`config.mk`:
```
export PLATFORM = sky130hd
export DESIGN_NAME = soupbintcp_session_receiver
export DESIGN_NICKNAME = d
export VERILOG_FILES = /design/src/rtl/core/sbtr_pkg.sv /design/src/rtl/core/soupbintcp_session_receiver.sv /design/src/rtl/core/sbtr_session.sv
export VERILOG_INCLUDE_DIRS = /design/src /design/src/rtl/core
export SDC_FILE = /design/constraint.sdc
export NUM_CORES = 2
export LEC_CHECK = 0
export BUFFER_PORTS_ARGS = -buffer_cell sky130_fd_sc_hd__buf_2
export CORE_MARGIN = 3
export CORE_UTILIZATION = 26
export DETAILED_ROUTE_END_ITERATION = 8
export GPL_TIMING_DRIVEN = 0
export SYNTH_ARGS = -nofsm -noshare
export SYNTH_HDL_FRONTEND = slang
export SYNTH_SLANG_ARGS = --single-unit
```
`constraint.sdc`:
```
create_clock -name i_clk -period 12.1 [get_ports i_clk]
set_input_delay 2.42 -clock i_clk [delete_from_list [all_inputs] [get_ports i_clk]]
set_output_delay 2.42 -clock i_clk [all_outputs]
set_load 0.005 [all_outputs]
```
`src/rtl/core/soupbintcp_session_receiver_assert.svh`:
```
// Assertion macros for the session receiver.
// Included by the top level; no other dependencies.
`ifndef SOUPBINTCP_SESSION_RECEIVER_ASSERT_SVH
`define SOUPBINTCP_SESSION_RECEIVER_ASSERT_SVH
`ifndef SYNTHESIS
`define SBTR_ASSERT(lbl, clk, rst_n, prop, msg) \
    lbl: assert property (@(posedge clk) disable iff (!rst_n) prop) else $error(msg);
`define SBTR_ASSERT_ALWAYS(lbl, clk, prop, msg) \
    lbl: assert property (@(posedge clk) prop) else $error(msg);
`else
`define SBTR_ASSERT(lbl, clk, rst_n, prop, msg)
`define SBTR_ASSERT_ALWAYS(lbl, clk, prop, msg)
`endif
`endif

```
`src/rtl/core/sbtr_pkg.sv`:
```
// Shared types, codes and helpers for the SoupBinTCP session receiver.
// No dependencies.
package sbtr_pkg;

    localparam int SESSION_BYTES   = 10;
    localparam int SEQUENCE_DIGITS = 20;

    localparam logic [62:0] SEQ_MAX = {63{1'b1}};

    // input commands
    localparam logic [2:0] CMD_BYTE       = 3'd0;
    localparam logic [2:0] CMD_TICK       = 3'd1;
    localparam logic [2:0] CMD_LOGIN_SENT = 3'd2;
    localparam logic [2:0] CMD_LOGOUT_SENT = 3'd3;
    localparam logic [2:0] CMD_OTHER_SENT = 3'd4;

    // result events
    localparam logic [3:0] EV_PAYLOAD   = 4'd0;
    localparam logic [3:0] EV_SESSION   = 4'd1;
    localparam logic [3:0] EV_ACCEPTED  = 4'd2;
    localparam logic [3:0] EV_REJECTED  = 4'd3;
    localparam logic [3:0] EV_END       = 4'd4;
    localparam logic [3:0] EV_HEARTBEAT = 4'd5;
    localparam logic [3:0] EV_LOST      = 4'd6;
    localparam logic [3:0] EV_LOGOUT    = 4'd7;
    localparam logic [3:0] EV_EMPTY     = 4'd8;

    // session states
    localparam logic [1:0] ST_DISC   = 2'd0;
    localparam logic [1:0] ST_LOGIN  = 2'd1;
    localparam logic [1:0] ST_ACTIVE = 2'd2;

    // packet types
    localparam logic [7:0] TYPE_ACCEPT = 8'h41;
    localparam logic [7:0] TYPE_REJECT = 8'h4A;
    localparam logic [7:0] TYPE_END    = 8'h5A;
    localparam logic [7:0] TYPE_SEQ    = 8'h53;

    localparam logic [7:0] CHAR_SPACE = 8'h20;
    localparam logic [7:0] CHAR_ZERO  = 8'h30;
    localparam logic [7:0] CHAR_NINE  = 8'h39;

    // config register indexes
    localparam logic [3:0] CFG_HEARTBEAT  = 4'd0;
    localparam logic [3:0] CFG_RX_TIMEOUT = 4'd1;

    localparam logic [15:0] HB_RESET      = 16'd1000;
    localparam logic [15:0] TIMEOUT_RESET = 16'd15000;

    typedef struct packed {
        logic [3:0]  event_res;
        logic [7:0]  out_byte;
        logic        message_end;
        logic [62:0] sequence_out;
        logic [1:0]  session_state_out;
        logic        last;
    } t_result;

    typedef struct packed {
        logic [1:0] count;
        t_result    res1;
        t_result    res0;
    } t_step_out;

    // acc * 10 + d, saturating at 2^63-1
    function automatic logic [62:0] mul10_add(input logic [62:0] acc, input logic [3:0] d);
        logic [66:0] t;
        t = {1'b0, acc, 3'b000} + {3'b000, acc, 1'b0} + {63'd0, d};
        return (t > {4'd0, SEQ_MAX}) ? SEQ_MAX : t[62:0];
    endfunction

    function automatic logic [62:0] seq_inc(input logic [62:0] s);
        return (s == SEQ_MAX) ? s : s + 63'd1;
    endfunction

    function automatic logic [15:0] sat_inc16(input logic [15:0] v);
        return (v == 16'hFFFF) ? v : v + 16'd1;
    endfunction

    function automatic t_result mk_res(input logic [3:0] ev, input logic [7:0] b,
                                       input logic e, input logic [62:0] s,
                                       input logic [1:0] st);
        t_result r;
        r.event_res         = ev;
        r.out_byte          = b;
        r.message_end       = e;
        r.sequence_out      = s;
        r.session_state_out = st;
        r.last              = 1'b0;
        return r;
    endfunction

endpackage

```
`src/rtl/core/soupbintcp_session_receiver.sv`:
```
// SoupBinTCP client session receiver: input register, session logic and
// a four-beat result queue. Depends on sbtr_pkg, sbtr_session and the assert header.
//
// Usage:
//   Slave stream (i_s_*): one beat per item, tuser the command: a received byte,
//   a tick, or a notice that a login, logout or other frame was sent.
//   Master stream (o_m_*): zero, one or two result beats per item; tlast
//   marks the final result of an item, tuser carries the event code.
//   Config channel (i_cfg_*): writes heartbeat / rx-timeout tick limits;
//   always ready; it must be written by the user only while the block is idle, as
//   the block itself does not enforce this.
// An accepted item is held in the input register until the session step runs.
// Throughput: one item per cycle while the queue has room; an item with two
// results gives two output beats. The session step runs only when the result queue
// has room for two beats, so a full queue holds the input register.
// Reset: synchronous, active low; session goes disconnected, framing waits
// for a length high byte, sequence number is zero, queue is empty.
// Stall: with i_m_tready low, results collect in the queue (4 deep); once
// it cannot take two more, tready on the slave side drops while an item is held.
module soupbintcp_session_receiver (
    input  logic        i_clk,
    input  logic        i_rst_n,
    // slave stream
    input  logic        i_s_tvalid,
    output logic        o_s_tready,
    input  logic [7:0]  i_s_tdata,  // [7:0] data_byte
    input  logic [2:0]  i_s_tuser,  // [2:0] command
    // master stream
    output logic        o_m_tvalid,
    input  logic        i_m_tready,
    output logic [79:0] o_m_tdata,  // [7:0] out_byte, [8] message_end,
                                    // [71:9] sequence_out, [73:72] session_state_out
    output logic [3:0]  o_m_tuser,  // [3:0] event_res
    output logic        o_m_tlast,  // last result of the item
    // config write channel
    input  logic        i_cfg_valid,
    output logic        o_cfg_ready,
    input  logic [3:0]  i_cfg_index,
    input  logic [15:0] i_cfg_data
);
    import sbtr_pkg::*;

    `include "soupbintcp_session_receiver_assert.svh"

    logic        r_in_valid;
    logic [2:0]  r_cmd;
    logic [7:0]  r_byte;
    logic [15:0] r_hb_ticks;
    logic [15:0] r_rx_timeout;

    t_result     r_q [4];
    logic [1:0]  r_wp;
    logic [1:0]  r_rp;
    logic [2:0]  r_cnt;
    logic [2:0]  n_cnt;

    logic        w_step;
    logic        w_pair;
    logic        w_pop;
    t_step_out   w_res;
    t_result     w_head;

    assign w_step     = r_in_valid && (r_cnt <= 3'd2);
    assign o_s_tready = !r_in_valid || w_step;
    assign o_cfg_ready = 1'b1;

    always_ff @(posedge i_clk) begin
        if (!i_rst_n) begin
            r_in_valid <= 1'b0;
        end else if (o_s_tready) begin
            r_in_valid <= i_s_tvalid;
        end
    end

    always_ff @(posedge i_clk) begin
        if (o_s_tready && i_s_tvalid) begin
            r_cmd  <= i_s_tuser;
            r_byte <= i_s_tdata;
        end
    end

    always_ff @(posedge i_clk) begin
        if (!i_rst_n) begin
            r_hb_ticks   <= HB_RESET;
            r_rx_timeout <= TIMEOUT_RESET;
        end else if (i_cfg_valid) begin
            if (i_cfg_index == CFG_HEARTBEAT)
                r_hb_ticks <= i_cfg_data;
            if (i_cfg_index == CFG_RX_TIMEOUT)
                r_rx_timeout <= i_cfg_data;
        end
    end

    sbtr_session u_session (
        .i_clk        (i_clk),
        .i_rst_n      (i_rst_n),
        .i_step       (w_step),
        .i_cmd        (r_cmd),
        .i_byte       (r_byte),
        .i_hb_ticks   (r_hb_ticks),
        .i_rx_timeout (r_rx_timeout),
        .o_step       (w_res)
    );

    // result queue
    assign w_head     = r_q[r_rp];
    assign o_m_tvalid = (r_cnt != 3'd0);
    assign w_pop      = o_m_tvalid && i_m_tready;
    assign w_pair     = w_step && (w_res.count == 2'd2);
    assign o_m_tdata  = {6'd0, w_head.session_state_out, w_head.sequence_out,
                         w_head.message_end, w_head.out_byte};
    assign o_m_tuser  = w_head.event_res;
    assign o_m_tlast  = w_head.last;

    always_comb begin
        n_cnt = r_cnt + (w_step ? {1'b0, w_res.count} : 3'd0) - {2'd0, w_pop};
    end

    always_ff @(posedge i_clk) begin
        if (w_step && w_res.count != 2'd0)
            r_q[r_wp] <= w_res.res0;
        if (w_pair)
            r_q[r_wp + 2'd1] <= w_res.res1;
    end

    always_ff @(posedge i_clk) begin
        if (!i_rst_n) begin
            r_wp  <= '0;
            r_rp  <= '0;
            r_cnt <= '0;
        end else begin
            if (w_step)
                r_wp <= r_wp + w_res.count;
            if (w_pop)
                r_rp <= r_rp + 2'd1;
            r_cnt <= n_cnt;
        end
    end

    `SBTR_ASSERT(a_q_bound, i_clk, i_rst_n, r_cnt <= 3'd4, "result queue overfilled")
    `SBTR_ASSERT(a_step_room, i_clk, i_rst_n, w_step |-> r_cnt <= 3'd2, "step without room")
    `SBTR_ASSERT(a_last_order, i_clk, i_rst_n, w_pair |-> w_res.res1.last, "pair without tlast")
    `SBTR_ASSERT_ALWAYS(a_rst_idle, i_clk, !i_rst_n |=> !(o_m_tvalid || r_in_valid), "dirty reset")

endmodule

```
`src/rtl/core/sbtr_session.sv`:
```
// Session state, packet deframer and tick timers for one registered item.
// Depends on sbtr_pkg.
module sbtr_session (
    input  logic                i_clk,
    input  logic                i_rst_n,
    input  logic                i_step,
    input  logic [2:0]          i_cmd,
    input  logic [7:0]          i_byte,
    input  logic [15:0]         i_hb_ticks,
    input  logic [15:0]         i_rx_timeout,
    output sbtr_pkg::t_step_out o_step
);
    import sbtr_pkg::*;

    localparam logic [1:0] PH_LEN_HI = 2'd0;
    localparam logic [1:0] PH_LEN_LO = 2'd1;
    localparam logic [1:0] PH_TYPE   = 2'd2;
    localparam logic [1:0] PH_BODY   = 2'd3;

    localparam logic [15:0] DIGITS_LO  = 16'(SESSION_BYTES);
    localparam logic [15:0] DIGITS_END = 16'(SESSION_BYTES + SEQUENCE_DIGITS);

    logic [1:0]  r_state,   n_state;
    logic [1:0]  r_phase,   n_phase;
    logic [15:0] r_idx,     n_idx;
    logic [15:0] r_len,     n_len;
    logic [7:0]  r_type,    n_type;
    logic [7:0]  r_reason,  n_reason;
    logic        r_started, n_started;
    logic        r_done,    n_done;
    logic [62:0] r_seq,     n_seq;
    logic [62:0] r_acc,     n_acc;
    logic [15:0] r_tx,      n_tx;
    logic [15:0] r_rx,      n_rx;

    t_step_out w_out;

    always_comb begin
        logic [1:0] cnt;
        logic       lastb;
        logic       is_digit;
        t_result    e0;
        t_result    e1;

        n_state   = r_state;
        n_phase   = r_phase;
        n_idx     = r_idx;
        n_len     = r_len;
        n_type    = r_type;
        n_reason  = r_reason;
        n_started = r_started;
        n_done    = r_done;
        n_seq     = r_seq;
        n_acc     = r_acc;
        n_tx      = r_tx;
        n_rx      = r_rx;
        cnt       = 2'd0;
        e0        = '0;
        e1        = '0;
        lastb     = (r_idx == r_len - 16'd2);
        is_digit  = (i_byte >= CHAR_ZERO) && (i_byte <= CHAR_NINE);

        case (i_cmd)
            CMD_BYTE: begin
                n_rx = 16'd0;
                case (r_phase)
                    PH_LEN_HI: begin
                        n_len   = {i_byte, 8'h00};
                        n_phase = PH_LEN_LO;
                    end
                    PH_LEN_LO: begin
                        n_len   = {r_len[15:8], i_byte};
                        n_phase = PH_TYPE;
                    end
                    PH_TYPE: begin
                        n_type = i_byte;
                        n_idx  = 16'd0;
                        if (r_len == 16'd0) begin
                            e0      = mk_res(EV_LOGOUT, 8'd0, 1'b0, r_seq, r_state);
                            cnt     = 2'd1;
                            n_phase = PH_LEN_HI;
                        end else begin
                            n_phase = (r_len == 16'd1) ? PH_LEN_HI : PH_BODY;
                            case (i_byte)
                                TYPE_ACCEPT: begin
                                    n_state   = ST_ACTIVE;
                                    n_acc     = '0;
                                    n_started = 1'b0;
                                    n_done    = 1'b0;
                                    if (r_len == 16'd1) begin
                                        n_seq = '0;
                                        e0    = mk_res(EV_ACCEPTED, 8'd0, 1'b0, '0, ST_ACTIVE);
                                        cnt   = 2'd1;
                                    end
                                end
                                TYPE_REJECT: begin
                                    n_state = ST_DISC;
                                    if (r_len == 16'd1) begin
                                        e0  = mk_res(EV_REJECTED, r_reason, 1'b0, r_seq,
                                                     ST_DISC);
                                        cnt = 2'd1;
                                    end
                                end
                                TYPE_END: begin
                                    n_state = ST_DISC;
                                    e0      = mk_res(EV_END, 8'd0, 1'b0, r_seq, ST_DISC);
                                    cnt     = 2'd1;
                                end
                                TYPE_SEQ: begin
                                    if (r_len == 16'd1) begin
                                        n_seq = seq_inc(r_seq);
                                        e0    = mk_res(EV_EMPTY, 8'd0, 1'b0, n_seq, r_state);
                                        cnt   = 2'd1;
                                    end
                                end
                                default: ;
                            endcase
                        end
                    end
                    default: begin
                        // body byte
                        n_phase = lastb ? PH_LEN_HI : PH_BODY;
                        n_idx   = r_idx + 16'd1;
                        case (r_type)
                            TYPE_ACCEPT: begin
                                if (r_idx < DIGITS_LO) begin
                                    e0  = mk_res(EV_SESSION, i_byte, 1'b0, r_seq, r_state);
                                    cnt = 2'd1;
                                end else if (r_idx < DIGITS_END) begin
                                    if (r_started || i_byte != CHAR_SPACE) begin
                                        n_started = 1'b1;
                                        if (!r_done) begin
                                            if (is_digit)
                                                n_acc = mul10_add(r_acc, i_byte[3:0]);
                                            else
                                                n_done = 1'b1;
                                        end
                                    end
                                end
                                if (r_idx < DIGITS_END &&
                                    (r_idx == DIGITS_END - 16'd1 || lastb)) begin
                                    n_seq = n_acc;
                                    if (cnt == 2'd0) begin
                                        e0  = mk_res(EV_ACCEPTED, 8'd0, 1'b0, n_acc, r_state);
                                        cnt = 2'd1;
                                    end else begin
                                        e1  = mk_res(EV_ACCEPTED, 8'd0, 1'b0, n_acc, r_state);
                                        cnt = 2'd2;
                                    end
                                end
                            end
                            TYPE_REJECT: begin
                                if (r_idx == 16'd0) begin
                                    n_reason = i_byte;
                                    e0       = mk_res(EV_REJECTED, i_byte, 1'b0, r_seq, r_state);
                                    cnt      = 2'd1;
                                end
                            end
                            TYPE_SEQ: begin
                                if (lastb)
                                    n_seq = seq_inc(r_seq);
                                e0  = mk_res(EV_PAYLOAD, i_byte, lastb, n_seq, r_state);
                                cnt = 2'd1;
                            end
                            default: ;
                        endcase
                    end
                endcase
            end
            CMD_TICK: begin
                if (r_state == ST_LOGIN || r_state == ST_ACTIVE) begin
                    n_tx = sat_inc16(r_tx);
                    n_rx = sat_inc16(r_rx);
                    if (n_tx >= i_hb_ticks) begin
                        e0  = mk_res(EV_HEARTBEAT, 8'd0, 1'b0, r_seq, r_state);
                        cnt = 2'd1;
                    end
                    if (n_rx >= i_rx_timeout) begin
                        n_state = ST_DISC;
                        if (cnt == 2'd0) begin
                            e0  = mk_res(EV_LOST, 8'd0, 1'b0, r_seq, ST_DISC);
                            cnt = 2'd1;
                        end else begin
                            e1  = mk_res(EV_LOST, 8'd0, 1'b0, r_seq, ST_DISC);
                            cnt = 2'd2;
                        end
                    end
                end
            end
            CMD_LOGIN_SENT: begin
                n_state = ST_LOGIN;
                n_tx    = 16'd0;
                n_rx    = 16'd0;
            end
            CMD_LOGOUT_SENT: n_state = ST_DISC;
            CMD_OTHER_SENT:  n_tx = 16'd0;
            default: ;
        endcase

        if (cnt == 2'd1)
            e0.last = 1'b1;
        if (cnt == 2'd2)
            e1.last = 1'b1;
        w_out.count = cnt;
        w_out.res0  = e0;
        w_out.res1  = e1;
    end

    assign o_step = w_out;

    always_ff @(posedge i_clk) begin
        if (!i_rst_n) begin
            r_state   <= ST_DISC;
            r_phase   <= PH_LEN_HI;
            r_idx     <= '0;
            r_len     <= '0;
            r_type    <= '0;
            r_reason  <= '0;
            r_started <= 1'b0;
            r_done    <= 1'b0;
            r_seq     <= '0;
            r_acc     <= '0;
            r_tx      <= '0;
            r_rx      <= '0;
        end else if (i_step) begin
            r_state   <= n_state;
            r_phase   <= n_phase;
            r_idx     <= n_idx;
            r_len     <= n_len;
            r_type    <= n_type;
            r_reason  <= n_reason;
            r_started <= n_started;
            r_done    <= n_done;
            r_seq     <= n_seq;
            r_acc     <= n_acc;
            r_tx      <= n_tx;
            r_rx      <= n_rx;
        end
    end

endmodule

```
==> impl_metrics.yaml <==
status:
  run_status: "finished, violations left"
  violations: "max-capacitance violations, max-slew violations"
logic_synthesis:
  syn_avg_cell_area_sq_um: 8.59
  synth-edff-count: 283
  ys_seq_area_share_pct: 36.8
  ys_top_cells_by_count: "nand2_1, o21ai_0, a21oi_1"
  yosys_warnings: 0
  synth_compound_gate_area_share_pct: 26.6
  syn_inst: 4578
  yosys.cell_types.count: 103
  synthMuxAreaShare_pct: 4.93
  ys_ff_latch: 581
  synth_xor_area_share_pct: 2.99
  ys.flop_type: "dfxtp_1"
  synth_top_family_by_area: "compound AO/OA/AOI/OAI gates"
  syn-cell-area_sq_um: 39300
  synth_fa_ha_area_share_pct: 5.66
  synthArstFlopShare_pct: 0
  synth.most_common_cell: "nand2_1"
  synth_top_cell_area_share_pct: 21.6
  synthSimpleGateAreaFrac_pct: 18.2
  synth_area_leaders: "edfxtp_1, dfxtp_1, ha_1, o21ai_0, a21oi_1"
  synth_top_cell_by_area: "edfxtp_1"
timing:
  fin_worst_skew_ns: 0.0565
  relSlewSlack_pct: -10.4
  hold_viol_final: 0
  rsz0062_at_grt: "no"
  tns_ns: 0
  fmax_mhz: 120
  worst_slew_pin_slew_ns: 1.65
  fin_crit_ns: 8.36
  slew_violations: 58
  setup_viol: 0
  timing.final.crit_share_pct: 69.1
  setup_ws_ns: 3.74
setup_path:
  crit_type: "reg -> reg"
  path_cells: "clkbuf_1, nand4_1, nor2_1, nand2_1, nor2_1, nand3_1, clkbuf_1, xnor2_1, ha_1, nand2b_1, a2111oi_0, o21ai_0, a31oi_1, o311ai_1, buf_2, o21ai_0, clkbuf_1, nand4_1, a22o_1, a21oi_1, o22ai_1"
  worst-path-max-fanout: 10
  cp_top_family: "compound AO/OA/AOI/OAI gates"
  critPathBufInv: 4
  cp_slowest_cell: "nand4_1"
  cp-end-kind: "flip-flop"
  critPathMaxStageDelay_ns: 1.12
  start_kind: "flip-flop"
  cp.arrival_ns: 8.70
  cp_common_cell: "clkbuf_1"
  cp.required_ns: 12.44
cts:
  clock-sinks: 581
  cts_htree_levels: 3
  cts_root_buffer: "clkbuf_16"
  clk_pin_slew_worst_paths_ns: 0.06
  clk_path_buf_depth: 3
  cts_inserted_buffers: 70
  cts_hold_repair.buffers: 0
  cts_tree: "done"
  cts_resized: 0
  clk_latency_ns: 0.71
  postCtsSetupBuffers: 0
power:
  power_leakage_uw: 0.0155
  p_total_uw: 4730
  power_density_nw_per_um2: 105
  vdd_drop_max_mv: 0.103
layout:
  nets: 4993
  drive_gt1_share_pct: 9.74
  area_delta_synth_final_pct: 14.8
floorplan:
  ioPinCount: 124
  num_rows: 142
  core-area_sq_um: 150000
  die_w_um: 395
  die_y_um: 395
  die_area_sq_um: 156000
  initial_core_util_pct: 26.2
routing:
  drc: 0
  vias: 42100
  drt_iter0_markers: 6510
  vias_per_cell: 6.13
  ant_nets: 0
  wirelength_mm: 232
  firstDrtPassIters: 8
  wire_per_inst_um: 33.8
global_route:
  gr-usage-all-layers_pct: 28.5
  antenna_found_initial: 14
  grt_pass1_vias: 39000
  grt-ovfl-total: 0
  grt_pass1_wl_mm: 314
  grt_max_degree: 48
place:
  port_buffers: 115
  dp_hpwl_mm: 180
  pre_cts_slack_ns: 4.11
  place_congestion: 1.09
worst_hold_path:
  hold_class: "reg -> reg"
run:
  drv_cap: 8
[final timing paths]
check / start / slack, ns / depth (start not counted) / endpoint
worst max-delay path: u_session.r_rx[3] / 3.74 / 21 / r_q[0][64]
worst min-delay path: r_rx_timeout[5] / 0.45 / 2 / r_rx_timeout[5]
worst max register to register: u_session.r_rx[3] / 3.74 / 21 / r_q[0][64]
worst min register to register: r_rx_timeout[5] / 0.45 / 2 / r_rx_timeout[5]
[per-stage QoR]
step / std cells / cell area [sq um] / utilization, % / hold slack (ns)
global placement: 6714 / 42400 / 28.3 / 0.444
CTS: 6852 / 45100 / 30.1 / 0.457
floorplan: 4583 / 39300 / - / 0.431
detailed placement: 6725 / 42700 / 28.5 / 0.451
global route: 6852 / 45100 / 30.1 / 0.471
finish: 6859 / 45100 / 30.1 / 0.455
[power breakdown]
group | leakage (uW) | internal (uW) | total (uW) | switching (uW)
Sequential | 0.00532 | 2060 | 2070 | 14.9
Clock | 0.00115 | 1290 | 2240 | 947
Combinational | 0.00900 | 148 | 415 | 267
Total | 0.0155 | 3500 | 4730 | 1230
[state kept, by name, indices dropped and copies added (netlist names), 2 cells and up, named ones only]
| name | cells |
|---|---|
| r_byte | 8 |
| r_cmd | 3 |
| r_cnt | 3 |
| r_hb_ticks | 16 |
| r_q | 316 |
| r_rp | 2 |
| r_rx_timeout | 16 |
| r_wp | 2 |
| u_session.r_acc | 63 |
| u_session.r_idx | 16 |
| u_session.r_len | 16 |
| u_session.r_phase | 2 |
| u_session.r_reason | 8 |
| u_session.r_rx | 16 |
| u_session.r_seq | 63 |
| u_session.r_state | 2 |
| u_session.r_tx | 16 |
| u_session.r_type | 8 |
[worst register-to-register path, cell delays in order (launching register included)]
cell       delay (ns)
dfxtp_1          0.31
clkbuf_1         0.26
nand4_1          0.25
nor2_1           0.16
nand2_1          0.09
nor2_1           0.24
nand3_1          0.14
clkbuf_1         0.29
xnor2_1          0.21
ha_1             0.28
nand2b_1         0.14
a2111oi_0        0.38
o21ai_0          0.17
a31oi_1          0.23
o311ai_1         0.22
buf_2            0.23
o21ai_0          0.69
clkbuf_1         0.78
nand4_1          1.12
a22o_1           0.59
a21oi_1          0.98
o22ai_1          0.26
[metal layers]
metal / part of all wire [%] / track usage (%) / vias up
li1: - / - / 17900
met1: 40 / 36.8 / 20700
met2: 43 / 43.9 / 2912
met3: 10 / 6.46 / 593
met4: 6.2 / 15.6 / 4
met5: 0.011 / 0 / -
[area by class of cell]
class                      instances  area, sq um
fill                           16000       105000
multi-input combinational       3544        23000
sequential                       581        14500
tap                             2016         2520
clock buffer                      94         1990
buffer                           380         1620
timing repair buffer             126          771
clock inverter                    33          403
inverter                          78          293
antenna                            7         17.5
[cells in the final DEF (no fill, tap or decap), drive strengths merged, types with 12 or more instances in the layout]
| cell type | instances |
|---|---|
| and3 | 52 |
| o21a | 29 |
| nand3 | 183 |
| xor2 | 58 |
| a31oi | 83 |
| clkbuf | 375 |
| nor2b | 21 |
| and2 | 29 |
| or3 | 39 |
| or4 | 15 |
| a221oi | 14 |
| a211oi | 27 |
| a21oi | 400 |
| o21ai | 478 |
| or2 | 12 |
| dfxtp | 298 |
| ha | 173 |
| o22ai | 144 |
| nor3 | 130 |
| nand2b | 53 |
| a22oi | 173 |
| nand4 | 64 |
| a22o | 28 |
| o31ai | 26 |
| inv | 81 |
| edfxtp | 283 |
| and4 | 21 |
| mux4 | 79 |
| o221ai | 14 |
| xnor2 | 76 |
| nor4 | 38 |
| buf | 225 |
| o211ai | 39 |
| nor2 | 304 |
| a21o | 51 |
| nor3b | 12 |
| clkinv | 19 |
| nand2 | 463 |
[logic make-up after synthesis]
| kind of cell | count (synthesis) |
|---|---|
| AOI/OAI and AO/OA | 1672 |
| xor gates and xnor gates | 134 |
| adders and majority gates | 176 |
| buffers and inverters | 458 |
| DFF | 581 |
| muxes | 94 |
| other | 2 |
| and+or+nand+nor | 1461 |
Power figures use the tool's default switching activity.
